[config.mk]
export PLATFORM = sky130hd
export DESIGN_NAME = stack_with_insertion_sort
export DESIGN_NICKNAME = d
export VERILOG_FILES = /design/src/swis_pkg.sv /design/src/swis_ram.sv /design/src/stack_with_insertion_sort.sv
export SDC_FILE = /design/constraint.sdc
export NUM_CORES = 1
export LEC_CHECK = 0
export BUFFER_PORTS_ARGS = -buffer_cell sky130_fd_sc_hd__buf_2
export CAP_MARGIN = 20
export CELL_PAD_IN_SITES_DETAIL_PLACEMENT = 0
export CELL_PAD_IN_SITES_GLOBAL_PLACEMENT = 2
export CORE_UTILIZATION = 40
export DETAILED_ROUTE_END_ITERATION = 8
export GPL_TIMING_DRIVEN = 0
export PLACE_DENSITY_LB_ADDON = 0.1
export SETUP_SLACK_MARGIN = 0.02
export SLEW_MARGIN = 20
export SYNTH_ARGS = -nofsm -noshare
export SYNTH_HDL_FRONTEND = slang
export SYNTH_SLANG_ARGS = --single-unit
[constraint.sdc]
create_clock -name clk -period 8.8 [get_ports clk]
set_input_delay 1.76 -clock clk [delete_from_list [all_inputs] [get_ports clk]]
set_output_delay 1.76 -clock clk [all_outputs]
set_load 0.01 [all_outputs]
[src/swis_pkg.sv]
// Package: types, command codes and microcode table for the sorting stack.
`timescale 1ns / 1ps
`default_nettype none

package swis_pkg;

	// Widths fixed by the transaction fields
	localparam int WORD_W        = 32;
	localparam int CMD_W         = 2;
	localparam int ENTRY_CNT_W   = 5;
	localparam int DEPTH_DEFAULT = 16;
	localparam int STEP_W        = 4;

	// Command codes; the fourth code is a no-operation
	localparam logic [CMD_W-1:0] CMD_PUSH = 2'd0;
	localparam logic [CMD_W-1:0] CMD_POP  = 2'd1;
	localparam logic [CMD_W-1:0] CMD_SORT = 2'd2;

	typedef struct packed {
		logic [CMD_W-1:0]         command;
		logic signed [WORD_W-1:0] push_value;
	} cmd_item_t;

	typedef struct packed {
		logic signed [WORD_W-1:0]  popped_value;
		logic signed [WORD_W-1:0]  top_value;
		logic signed [WORD_W-1:0]  past_top;
		logic [ENTRY_CNT_W-1:0]    entry_count;
		logic                      is_full;
		logic                      is_empty;
		logic                      error;
	} rsp_item_t;

	// Sequencer steps (program addresses)
	typedef enum logic [STEP_W-1:0] {
		ST_FETCH = 4'd0,
		ST_PUSH  = 4'd1,
		ST_POP   = 4'd2,
		ST_NOP   = 4'd3,
		ST_SINIT = 4'd4,
		ST_OUTER = 4'd5,
		ST_KEY   = 4'd6,
		ST_CMP   = 4'd7,
		ST_PLACE = 4'd8,
		ST_TOP   = 4'd9
	} step_t;

	// Datapath micro-operations
	typedef enum logic [3:0] {
		OP_FETCH,
		OP_PUSH,
		OP_POP,
		OP_NOP,
		OP_SORT_INIT,
		OP_OUTER,
		OP_KEY,
		OP_SHIFT,
		OP_PLACE,
		OP_TOP
	} op_t;

	// Sequencing: fall through, jump, dispatch on command, or conditional jump
	typedef enum logic [2:0] {
		SEQ_NEXT,
		SEQ_JUMP,
		SEQ_DISPATCH,
		SEQ_IF_SORTED,
		SEQ_IF_SHIFT_MORE
	} seq_t;

	typedef struct packed {
		op_t   op;
		seq_t  seq;
		step_t target;
		logic  emit;
	} uword_t;

	// Microcode ROM
	function automatic uword_t ucode(input step_t step);
		uword_t w;
		case (step)
			ST_FETCH: w = '{op: OP_FETCH,     seq: SEQ_DISPATCH,      target: ST_FETCH, emit: 1'b0};
			ST_PUSH:  w = '{op: OP_PUSH,      seq: SEQ_JUMP,          target: ST_FETCH, emit: 1'b1};
			ST_POP:   w = '{op: OP_POP,       seq: SEQ_JUMP,          target: ST_FETCH, emit: 1'b1};
			ST_NOP:   w = '{op: OP_NOP,       seq: SEQ_JUMP,          target: ST_FETCH, emit: 1'b1};
			ST_SINIT: w = '{op: OP_SORT_INIT, seq: SEQ_NEXT,          target: ST_FETCH, emit: 1'b0};
			ST_OUTER: w = '{op: OP_OUTER,     seq: SEQ_IF_SORTED,     target: ST_TOP,   emit: 1'b0};
			ST_KEY:   w = '{op: OP_KEY,       seq: SEQ_NEXT,          target: ST_FETCH, emit: 1'b0};
			ST_CMP:   w = '{op: OP_SHIFT,     seq: SEQ_IF_SHIFT_MORE, target: ST_CMP,   emit: 1'b0};
			ST_PLACE: w = '{op: OP_PLACE,     seq: SEQ_JUMP,          target: ST_OUTER, emit: 1'b0};
			ST_TOP:   w = '{op: OP_TOP,       seq: SEQ_JUMP,          target: ST_FETCH, emit: 1'b1};
			default:  w = '{op: OP_NOP,       seq: SEQ_JUMP,          target: ST_FETCH, emit: 1'b0};
		endcase
		return w;
	endfunction

endpackage

`default_nettype wire

[src/swis_ram.sv]
// Generic single-write, single-read RAM with registered read data.
`timescale 1ns / 1ps
`default_nettype none

module swis_ram #(
	parameter int WIDTH = 32,
	parameter int DEPTH = 16
) (
	input  wire logic                     clk,
	input  wire logic                     we,
	input  wire logic [$clog2(DEPTH)-1:0] waddr,
	input  wire logic [WIDTH-1:0]         wdata,
	input  wire logic [$clog2(DEPTH)-1:0] raddr,
	output logic      [WIDTH-1:0]         rdata
);

	logic [WIDTH-1:0] mem_q [DEPTH];

	// Write port
	always_ff @(posedge clk) begin
		if (we) begin
			mem_q[waddr] <= wdata;
		end
	end

	// Registered read port
	always_ff @(posedge clk) begin
		rdata <= mem_q[raddr];
	end

endmodule

`default_nettype wire

[src/stack_with_insertion_sort.sv]
// Top level: bounded signed stack with push, pop and in-place insertion sort.
`timescale 1ns / 1ps
`default_nettype none

// A bounded stack of DEPTH signed 32-bit words. Each command transaction (push, pop,
// sort) returns one response transaction carrying the popped word, the new top, the
// top recorded at the last sort, the entry count and full, empty and error flags.
// A microcoded sequencer drives a datapath around one RAM with one write and one
// registered read port. During a sort, each inserted entry needs one compare step
// per place it moves down plus one more unless it reaches the bottom. Sort time is
// set by the single RAM read port, one read per compare step. A new command is
// taken while the previous response still waits; a step that emits a response
// holds until the response register is free. Entries have no reset and need no
// clearing pass.
module stack_with_insertion_sort #(
	parameter int DEPTH = swis_pkg::DEPTH_DEFAULT
) (
	input  wire logic                clk,
	input  wire logic                arst_n,
	input  wire logic                cmd_valid,
	output logic                     cmd_ready,
	input  wire swis_pkg::cmd_item_t cmd,
	output logic                     rsp_valid,
	input  wire logic                rsp_ready,
	output swis_pkg::rsp_item_t      rsp
);

	localparam int AW = $clog2(DEPTH);
	localparam int CW = $clog2(DEPTH + 1);
	localparam int W  = swis_pkg::WORD_W;

	// Sequencer state
	swis_pkg::step_t  step_q, step_d;
	swis_pkg::uword_t uw;
	logic             advance;
	logic             emit_fire;

	// Datapath registers
	logic [CW-1:0]       cnt_q, cnt_d;
	logic [CW-1:0]       i_q, i_d;
	logic [CW-1:0]       j_q, j_d;
	logic signed [W-1:0] top_q, top_d;
	logic signed [W-1:0] saved_q, saved_d;
	logic signed [W-1:0] key_q, key_d;
	swis_pkg::rsp_item_t rsp_q, rsp_d;
	logic                rsp_valid_q;

	// RAM interface
	logic                ram_we;
	logic [AW-1:0]       ram_waddr;
	logic signed [W-1:0] ram_wdata;
	logic [AW-1:0]       ram_raddr;
	logic signed [W-1:0] ram_rdata;

	// Datapath controls
	logic signed [W-1:0] popped;
	logic                err;
	logic                shift;

	// Derived indices
	logic [CW-1:0] cnt_m1, cnt_m2, j_m1, j_m2;
	logic          is_full_d;

	assign cnt_m1 = cnt_q - CW'(1);
	assign cnt_m2 = cnt_q - CW'(2);
	assign j_m1   = j_q - CW'(1);
	assign j_m2   = j_q - CW'(2);

	assign uw        = swis_pkg::ucode(step_q);
	assign cmd_ready = (step_q == swis_pkg::ST_FETCH);

	// A step advances once its inputs are there and, if it emits, the response slot is free
	always_comb begin
		if (step_q == swis_pkg::ST_FETCH) begin
			advance = cmd_valid;
		end else if (uw.emit) begin
			advance = !rsp_valid_q || rsp_ready;
		end else begin
			advance = 1'b1;
		end
	end

	assign emit_fire = uw.emit && advance;

	// Shift test of the inner insertion loop
	assign shift = (uw.op == swis_pkg::OP_SHIFT) && (ram_rdata > key_q);

	// Next step
	always_comb begin
		step_d = step_q;
		case (uw.seq)
			swis_pkg::SEQ_NEXT: begin
				step_d = swis_pkg::step_t'(step_q + swis_pkg::STEP_W'(1));
			end
			swis_pkg::SEQ_JUMP: begin
				step_d = uw.target;
			end
			swis_pkg::SEQ_DISPATCH: begin
				case (cmd.command)
					swis_pkg::CMD_PUSH: step_d = swis_pkg::ST_PUSH;
					swis_pkg::CMD_POP:  step_d = swis_pkg::ST_POP;
					swis_pkg::CMD_SORT: step_d = swis_pkg::ST_SINIT;
					default:            step_d = swis_pkg::ST_NOP;
				endcase
			end
			swis_pkg::SEQ_IF_SORTED: begin
				if (i_q >= cnt_q) begin
					step_d = uw.target;
				end else begin
					step_d = swis_pkg::step_t'(step_q + swis_pkg::STEP_W'(1));
				end
			end
			swis_pkg::SEQ_IF_SHIFT_MORE: begin
				if (shift && (j_q > CW'(1))) begin
					step_d = uw.target;
				end else begin
					step_d = swis_pkg::step_t'(step_q + swis_pkg::STEP_W'(1));
				end
			end
			default: begin
				step_d = swis_pkg::ST_FETCH;
			end
		endcase
	end

	// Datapath controls decoded from the micro-operation
	always_comb begin
		ram_we    = 1'b0;
		ram_waddr = '0;
		ram_wdata = key_q;
		ram_raddr = '0;
		cnt_d     = cnt_q;
		top_d     = top_q;
		saved_d   = saved_q;
		i_d       = i_q;
		j_d       = j_q;
		key_d     = key_q;
		popped    = '0;
		err       = 1'b0;
		case (uw.op)
			swis_pkg::OP_FETCH: begin
				// prefetch the entry under the top for a pop
				ram_raddr = cnt_m2[AW-1:0];
				key_d     = cmd.push_value;
			end
			swis_pkg::OP_PUSH: begin
				if (cnt_q == CW'(DEPTH)) begin
					err = 1'b1;
				end else begin
					ram_we    = 1'b1;
					ram_waddr = cnt_q[AW-1:0];
					ram_wdata = key_q;
					cnt_d     = cnt_q + CW'(1);
					top_d     = key_q;
				end
			end
			swis_pkg::OP_POP: begin
				// keep the prefetched entry in place while the response stalls
				ram_raddr = cnt_m2[AW-1:0];
				if (cnt_q == '0) begin
					err = 1'b1;
				end else begin
					popped = top_q;
					cnt_d  = cnt_m1;
					top_d  = (cnt_q == CW'(1)) ? '0 : ram_rdata;
				end
			end
			swis_pkg::OP_NOP: begin
			end
			swis_pkg::OP_SORT_INIT: begin
				saved_d = top_q;
				i_d     = CW'(1);
			end
			swis_pkg::OP_OUTER: begin
				if (i_q < cnt_q) begin
					ram_raddr = i_q[AW-1:0];
					j_d       = i_q;
				end else begin
					// sorted: fetch the new top
					ram_raddr = cnt_m1[AW-1:0];
				end
			end
			swis_pkg::OP_KEY: begin
				key_d     = ram_rdata;
				ram_raddr = j_m1[AW-1:0];
			end
			swis_pkg::OP_SHIFT: begin
				if (shift) begin
					ram_we    = 1'b1;
					ram_waddr = j_q[AW-1:0];
					ram_wdata = ram_rdata;
					j_d       = j_m1;
					ram_raddr = j_m2[AW-1:0];
				end
			end
			swis_pkg::OP_PLACE: begin
				ram_we    = 1'b1;
				ram_waddr = j_q[AW-1:0];
				ram_wdata = key_q;
				i_d       = i_q + CW'(1);
			end
			swis_pkg::OP_TOP: begin
				// keep the top entry in place while the response stalls
				ram_raddr = cnt_m1[AW-1:0];
				top_d     = (cnt_q == '0) ? '0 : ram_rdata;
			end
			default: begin
			end
		endcase
	end

	// Response built from the state after the command
	assign is_full_d = (cnt_d == CW'(DEPTH));

	always_comb begin
		rsp_d.popped_value = popped;
		rsp_d.top_value    = top_d;
		rsp_d.past_top     = saved_d;
		rsp_d.entry_count  = swis_pkg::ENTRY_CNT_W'(cnt_d);
		rsp_d.is_full      = is_full_d;
		rsp_d.is_empty     = (cnt_d == '0);
		rsp_d.error        = err;
	end

	// Control registers
	always_ff @(posedge clk or negedge arst_n) begin
		if (!arst_n) begin
			step_q      <= swis_pkg::ST_FETCH;
			cnt_q       <= '0;
			top_q       <= '0;
			saved_q     <= '0;
			rsp_valid_q <= 1'b0;
		end else begin
			if (advance) begin
				step_q  <= step_d;
				cnt_q   <= cnt_d;
				top_q   <= top_d;
				saved_q <= saved_d;
			end
			if (emit_fire) begin
				rsp_valid_q <= 1'b1;
			end else if (rsp_ready) begin
				rsp_valid_q <= 1'b0;
			end
		end
	end

	// Payload registers
	always_ff @(posedge clk) begin
		if (advance) begin
			i_q   <= i_d;
			j_q   <= j_d;
			key_q <= key_d;
		end
		if (emit_fire) begin
			rsp_q <= rsp_d;
		end
	end

	assign rsp_valid = rsp_valid_q;
	assign rsp       = rsp_q;

	// Entry store
	swis_ram #(
		.WIDTH(W),
		.DEPTH(DEPTH)
	) u_ram (
		.clk  (clk),
		.we   (ram_we),
		.waddr(ram_waddr),
		.wdata(ram_wdata),
		.raddr(ram_raddr),
		.rdata(ram_rdata)
	);

endmodule

`default_nettype wire

==> results of run 1 <==
==> per-stage QoR <==
step,total power [mW],std cells,worst slack (ns),area (um2),utilization (%)
after floorplan,10.02,2280,2.495,31680,-
after global placement,12.78,3463,-1.458,33690,43.28
after detailed placement,12.96,3504,2.987,34400,44.18
after CTS,16.46,3659,3.000,37110,47.66
after global routing,17.23,3659,2.660,37110,47.66
final,16.36,3660,3.084,37110,47.67
==> registers in the layout, indices dropped and copies added, names as in the netlist <==
| name | cells |
|---|---|
| cnt_q | 5 |
| rsp_valid | 1 |
| u_ram.rdata | 32 |
| step_q | 4 |
| j_q | 5 |
| saved_q | 32 |
| rsp | 104 |
| key_q | 32 |
| i_q | 5 |
| u_ram.mem_q | 512 |
| top_q | 32 |
==> report_power, final <==
part           leakage, nW  switching [mW]  total (mW)  internal, mW
Clock                 1.30            1.46        3.44          1.98
Combinational         5.41            4.71        7.11          2.41
Sequential            7.16           0.486        5.81          5.32
Total                 13.9            6.65        16.4          9.71
==> critical path: stages, from the launching register on <==
cell and delay, ns:
edfxtp_1 0.47, inv_1 0.07, ha_1 0.41, inv_1 0.29
a21oi_1 0.08, a211oi_1 0.15, nor3b_2 0.57, a31oi_1 0.19
o21ai_1 0.67, nand2_1 0.23, a21boi_0 0.82, nand2_1 0.48
nor2_4 0.68, buf_12 0.26
==> synth_stat cells, drive strengths merged (6+ instances only) <==
cell and number:
clkbuf 81, a21oi 135, nor2b 6, dfrtp 74, nand3 83, nor2 73, a31o 34, or2 6
xor2 7, nor4 7, and3 7, and2 35, mux2 96, o22ai 69, nand2 389, buf 44
nor3 8, mux2i 131, dfxtp 32, a21o 7, edfxtp 658, a222oi 33, inv 83, a311o 32
o21ai 24, nand4 10, ha 56
==> layer usage <==
layer,vias up,wire length [um],part of all wire (%)
met5,-,0,0
met1,9771,38830,44
met2,559,42810,49
met3,119,4476,5.1
met4,0,2134,2.4
li1,9106,-,-
==> kinds of logic after synthesis <==
group | after synthesis
and+or+nand+nor | 639
xor gates and xnor gates | 12
adders and majority gates | 56
AOI/OAI and AO/OA | 374
DFF | 764
buffers and inverters | 208
muxes | 227
==> worst min-delay path by stage <==
stage / end / slack (ns) / cells past startpoint
2_1_floorplan: saved_q[0] / 0.48 / 1
3_3_place_gp: saved_q[29] / 0.49 / 1
3_5_place_dp: saved_q[16] / 0.49 / 1
4_1_cts: saved_q[16] / 0.51 / 1
5_1_grt: saved_q[14] / 0.51 / 1
6_report: saved_q[15] / 0.50 / 1
==> cell type report <==
cell class	instances	area (um2)
fill	6885	40740
sequential	764	22250
multi-input combinational	1308	8675
clock buffer	109	2266
tap	1040	1301
timing repair buffer	184	1281
buffer	125	575.6
clock inverter	46	444.2
inverter	83	311.5
antenna	1	2.502
==> impl_metrics.env, run 1 <==
export IMPL_drt_total_wl_um=88250
export IMPL_viasPerCell=5.343
export IMPL_hold_viol_final=0
export IMPL_dp_hpwl_um=63950
export IMPL_overflow=0
export IMPL_cts_inserted_buffers=83
export IMPL_synth_compound_area_share_pct=8.099
export IMPL_synth_simple_area_share_pct=8.743
export IMPL_crit_fanout=17
export IMPL_yosys_warnings=0
export IMPL_portBuffers=143
export IMPL_grt_usage_pct=21.99
export IMPL_hold_class="flip-flop to flip-flop"
export IMPL_synth_top_family_by_area="simple AND/OR/NAND/NOR gates"
export IMPL_clockBufferDepth=3
export IMPL_p_leak_nw=13.87
export IMPL_drive_gt1_share_pct=17.98
export IMPL_start_kind="flip-flop"
export IMPL_root_buffer="clkbuf_16"
export IMPL_synth_top_area_cell="edfxtp_1"
export IMPL_layout_commonest_cell="edfxtp_1"
export IMPL_clock_sinks=764
export IMPL_finalMaxSlewViolations=0
export IMPL_cts_setup_buffers=0
export IMPL_worstSkewPairLatency_ns=0.63
export IMPL_vias=19560
export IMPL_antenna_found_initial=0
export IMPL_drc=0
export IMPL_place_congestion=0.8281
export IMPL_fp_dieW_um=283.4
export IMPL_worstRegToRegCells=13
export IMPL_synth_fa_ha_area_share_pct=2.212
export IMPL_synth_area_mux_share_pct=7.554
export IMPL_worst_pin_slew_ns=1.217
export IMPL_async_flop_share_pct=9.686
export IMPL_synth_cell_types=62
export IMPL_fin_worst_skew_ns=0.02597
export IMPL_maxCapViolCount=0
export IMPL_ir_drop_mv=0.1837
export IMPL_top_usage_layer="met2"
export IMPL_pin_count=144
export IMPL_grt_max_degree=42
export IMPL_synth_avg_cell_area_um2=13.89
export IMPL_yosys_most_used_dff="edfxtp_1"
export IMPL_rrSetupSlack_ns=3.08
export IMPL_grt_pass1_wl_um=129800
export IMPL_cts_tree="yes"
export IMPL_ys_ff_latch=764
export IMPL_avgRoutedWirePerCell_um=24.11
export IMPL_die_y_um=283.4
export IMPL_cts_resized=0
export IMPL_cp_data_arrival_time_ns=6.04
export IMPL_ctsHoldBuffers=0
export IMPL_grt_util_met2_pct=36.96
export IMPL_worstReg2RegStart="key_q[31]"
export IMPL_rsz0062_at_grt="false"
export IMPL_syn_num_nets=2374
export IMPL_yosys_top_cells_area="edfxtp_1 62%, dfrtp_1 5.8%, nand2_1 4.6%, mux2i_1 4.1%, mux2_2 3.4%"
export IMPL_fin_crit_sh_pct=64.95
export IMPL_grtUsageMet3_pct=3.079
export IMPL_core_area_mm2=0.07785
export IMPL_grt_pass1_vias=19510
export IMPL_holdWs_ns=0.5020
export IMPL_p_per_area_mw_per_mm2=440.8
export IMPL_htreeDepth=3
export IMPL_seq_area_frac_synth_pct=70.26
export IMPL_start_util_pct=40.68
export IMPL_drt_initial_drc_count=1442
export IMPL_fin_tns_setup_ns=0
export IMPL_worstPathRequired_ns=9.12
export IMPL_die_area_mm2=0.08030
export IMPL_status="completed"
export IMPL_drt_pass1_iter_count=6
export IMPL_rows=102
export IMPL_final_cell_mix="658 x edfxtp_1, 389 x nand2_1, 175 x buf_2, 133 x a21oi_1, 131 x mux2i_1"
export IMPL_clk_pin_slew_ns=0.06
export IMPL_startpoint="key_q[31]"
export IMPL_crit_end="u_ram.mem_q[6][16]"
export IMPL_grtUsageMet1_pct=29.70
export IMPL_synth_area_mm2=0.03167
export IMPL_max_slew_margin_pct=18.84
export IMPL_hp_start="saved_q[15]"
export IMPL_yosys_area_share_xor_xnor_pct=0.3319
export IMPL_nets=2643
export IMPL_ant_nets=0
export IMPL_min_period_ns=5.716
export IMPL_endpoint_kind="flip-flop"
export IMPL_syn_to_final_growth_pct=17.17
export IMPL_synth_edf_count=658
export IMPL_setup_viol=0
export IMPL_syn_inst=2280
export IMPL_path_class="flip-flop to flip-flop"
export IMPL_rr_endpoint="u_ram.mem_q[6][16]"
export IMPL_fmax_mhz=175.0
export IMPL_synth_top_area_share_pct=62.39
No activity file was read; power rests on OpenSTA's default activity.
==> run 2, diff against run 1 <==
Settings changed: CORE_UTILIZATION 40 to 44.
Clock period 8.8 ns to 5.45 ns, I/O delays scaled along.
==> run 2 against run 1 <==
Compared with the run above: via count up 0.83%; total power up 59%; clock skew up 0.0031 ns; worst setup slack worse by 2.7 ns; sequential share of layout area up 0.24 points; clock power up 56%; register-to-register slack worse by 2.7 ns; first-iteration DRC count up 34%; critical path type unchanged; largest cell class unchanged.
==> impl_metrics.env, run 2 (same netlist as run 1, synthesis figures left out) <==
export IMPL_crit_path_top_delay_cell="nor2_4"
export IMPL_core_area_mm2=0.07136
export IMPL_drt_total_wl_um=84990
export IMPL_cp_data_arrival_time_ns=5.40
export IMPL_n_fill_cell=6132
export IMPL_largest_reg_flops=512
export IMPL_endpoint_kind="flip-flop"
export IMPL_top_register="u_ram.mem_q"
export IMPL_dr_max_layer_used="met4"
export IMPL_finalMaxSlewViolations=0
export IMPL_clk_pin_slew_ns=0.06
export IMPL_die_y_um=270.3
export IMPL_grt_pass1_vias=19240
export IMPL_wl_met1_um=37250
export IMPL_hold_class="primary input to async pin"
export IMPL_layout_commonest_cell="edfxtp_1"
export IMPL_dp_hpwl_um=61940
export IMPL_pin_count=144
export IMPL_antenna_found_initial=1
export IMPL_p_leak_nw=13.86
export IMPL_drc=0
export IMPL_avgRoutedWirePerCell_um=23.83
export IMPL_overflow=0
export IMPL_worst_pin_slew_ns=1.101
export IMPL_critPathBufInv=4
export IMPL_final_cell_mix="658 x edfxtp_1, 389 x nand2_1, 178 x buf_2, 133 x a21oi_1, 131 x mux2i_1"
export IMPL_rsz0062_at_grt="false"
export IMPL_root_buffer="clkbuf_16"
export IMPL_holdWs_ns=0.3534
export IMPL_p_total_mw=26.09
export IMPL_place_congestion=0.8284
export IMPL_worstSkewPairLatency_ns=0.63
export IMPL_vias=19720
export IMPL_clock_sinks=764
export IMPL_crit_family="simple AND/OR/NAND/NOR gates"
export IMPL_crit_chain="inv_1 > ha_1 > inv_1 > a21oi_1 > a211oi_1 > nor3b_2 > and4_1 > o21a_1 > buf_2 > nor2_2 > o22ai_1 > nand2_1 > nor2_4 > buf_16"
export IMPL_start_util_pct=44.38
export IMPL_drt_pass1_iter_count=8
export IMPL_grt_pass1_wl_um=125100
export IMPL_rr_endpoint="u_ram.mem_q[15][21]"
export IMPL_p_per_area_mw_per_mm2=705.8
export IMPL_setup_viol=0
export IMPL_wl_met3_um=4882
export IMPL_drive_gt1_share_pct=17.81
export IMPL_ant_nets=0
export IMPL_placed_area_mm2=0.03432
export IMPL_hold_viol_final=0
export IMPL_start_kind="flip-flop"
export IMPL_min_period_ns=5.085
export IMPL_worstRegToRegCells=14
export IMPL_grt_max_degree=58
export IMPL_antenna_cells=0
export IMPL_crit_fanout=17
export IMPL_rows=98
export IMPL_syn_to_final_growth_pct=16.70
export IMPL_fmax_mhz=196.7
export IMPL_viasPerCell=5.529
export IMPL_final_cell_area_mm2=0.03696
export IMPL_startpoint="key_q[31]"
export IMPL_ir_drop_mv=0.3056
export IMPL_die_area_mm2=0.07305
export IMPL_drt_initial_drc_count=1939
export IMPL_status="completed"
export IMPL_clockBufferDepth=3
export IMPL_worstPathRequired_ns=5.76
export IMPL_portBuffers=143
export IMPL_ctsHoldBuffers=0
export IMPL_crit_path_frequent_cell="inv_1"
export IMPL_cts_tree="yes"
export IMPL_worstReg2RegStart="key_q[31]"
export IMPL_slowest_delay_ns=0.68
export IMPL_cts_inserted_buffers=82
export IMPL_wl_met2_um=40720
export IMPL_grt_usage_pct=23.30
export IMPL_maxCapViolCount=0
export IMPL_rrSetupSlack_ns=0.37
export IMPL_fp_dieW_um=270.3
export IMPL_htreeDepth=3
export IMPL_max_slew_margin_pct=26.60
export IMPL_path_class="flip-flop to flip-flop"
export IMPL_fin_worst_skew_ns=0.02903
export IMPL_nets=2644
export IMPL_fin_crit_sh_pct=93.29
## run 2: changes by cell type in the layout (fill, tap and decap cells not counted), sizes merged
cell      before  now
clkinvlp       7    3
clkinv        32   26
clkbuf       190  195
buf          228  230
bufinv         5    4
diode          1    0
inv           85   86
## run 2: how the worst max path moves through the flow
stage               cells after the start                   to  slack (ns)
finish                                 14  u_ram.mem_q[15][21]        0.37
global route                           14  u_ram.mem_q[15][21]        0.05
CTS                                    13  u_ram.mem_q[14][20]        0.07
detailed placement                     13  u_ram.mem_q[14][16]       -0.18
global placement                       12   u_ram.mem_q[1][19]       -4.57
floorplan                              12   u_ram.mem_q[13][0]       -0.73
## run 2: area by class of cell
class	instances	area (um2)	share of cell area [%]
buffer	125	575.6	1.557
clock buffer	114	2286	6.185
clock inverter	36	325.3	0.8802
inverter	83	311.5	0.8429
multi-input combinational	1308	8682	23.49
sequential	764	22250	60.20
tap	950	1189	3.216
timing repair buffer	186	1340	3.626
## run 2: layer usage
metal / vias to the layer above / track usage (%)
met1: 9883 / 32.23
met3: 113 / 3.316
met5: - / 0
met4: 0 / 6.631
met2: 644 / 38.38
li1: 9077 / -
## run 2: through the flow
stage          util [%]  std cells  setup WS [ns]  setup TNS, ns
2_1_floorplan         -       2280        -0.7285         -74.97
3_3_place_gp      47.05       3373         -4.572       -1134.66
3_5_place_dp      48.09       3415        -0.1761         -6.653
4_1_cts           51.75       3565        0.06829              0
5_1_grt           51.79       3566        0.04683              0
6_report          51.79       3566         0.3654              0
## run 2: worst register-to-register path, stage by stage, from the launching register on
cell and delay, ns:
edfxtp_1 0.39, inv_1 0.06, ha_1 0.41, inv_1 0.28, a21oi_1 0.10, a211oi_1 0.18
nor3b_2 0.57, and4_1 0.34, o21a_1 0.11, buf_2 0.28, nor2_2 0.13, o22ai_1 0.58
nand2_1 0.40, nor2_4 0.68, buf_16 0.24
## run 2: report_power, final
part / internal (mW) / leakage (nW) / switching, mW
registers: 8.60 / 7.16 / 0.770
clock network: 3.13 / 1.27 / 2.24
logic: 3.87 / 5.44 / 7.47
## run 2: repair_timing
item | in CTS | in global routing
gates resized for setup | 1 | 1
setup endpoints to repair | 84 | 80
buffers inserted | 0 | 1
pin swaps | 0 | 1
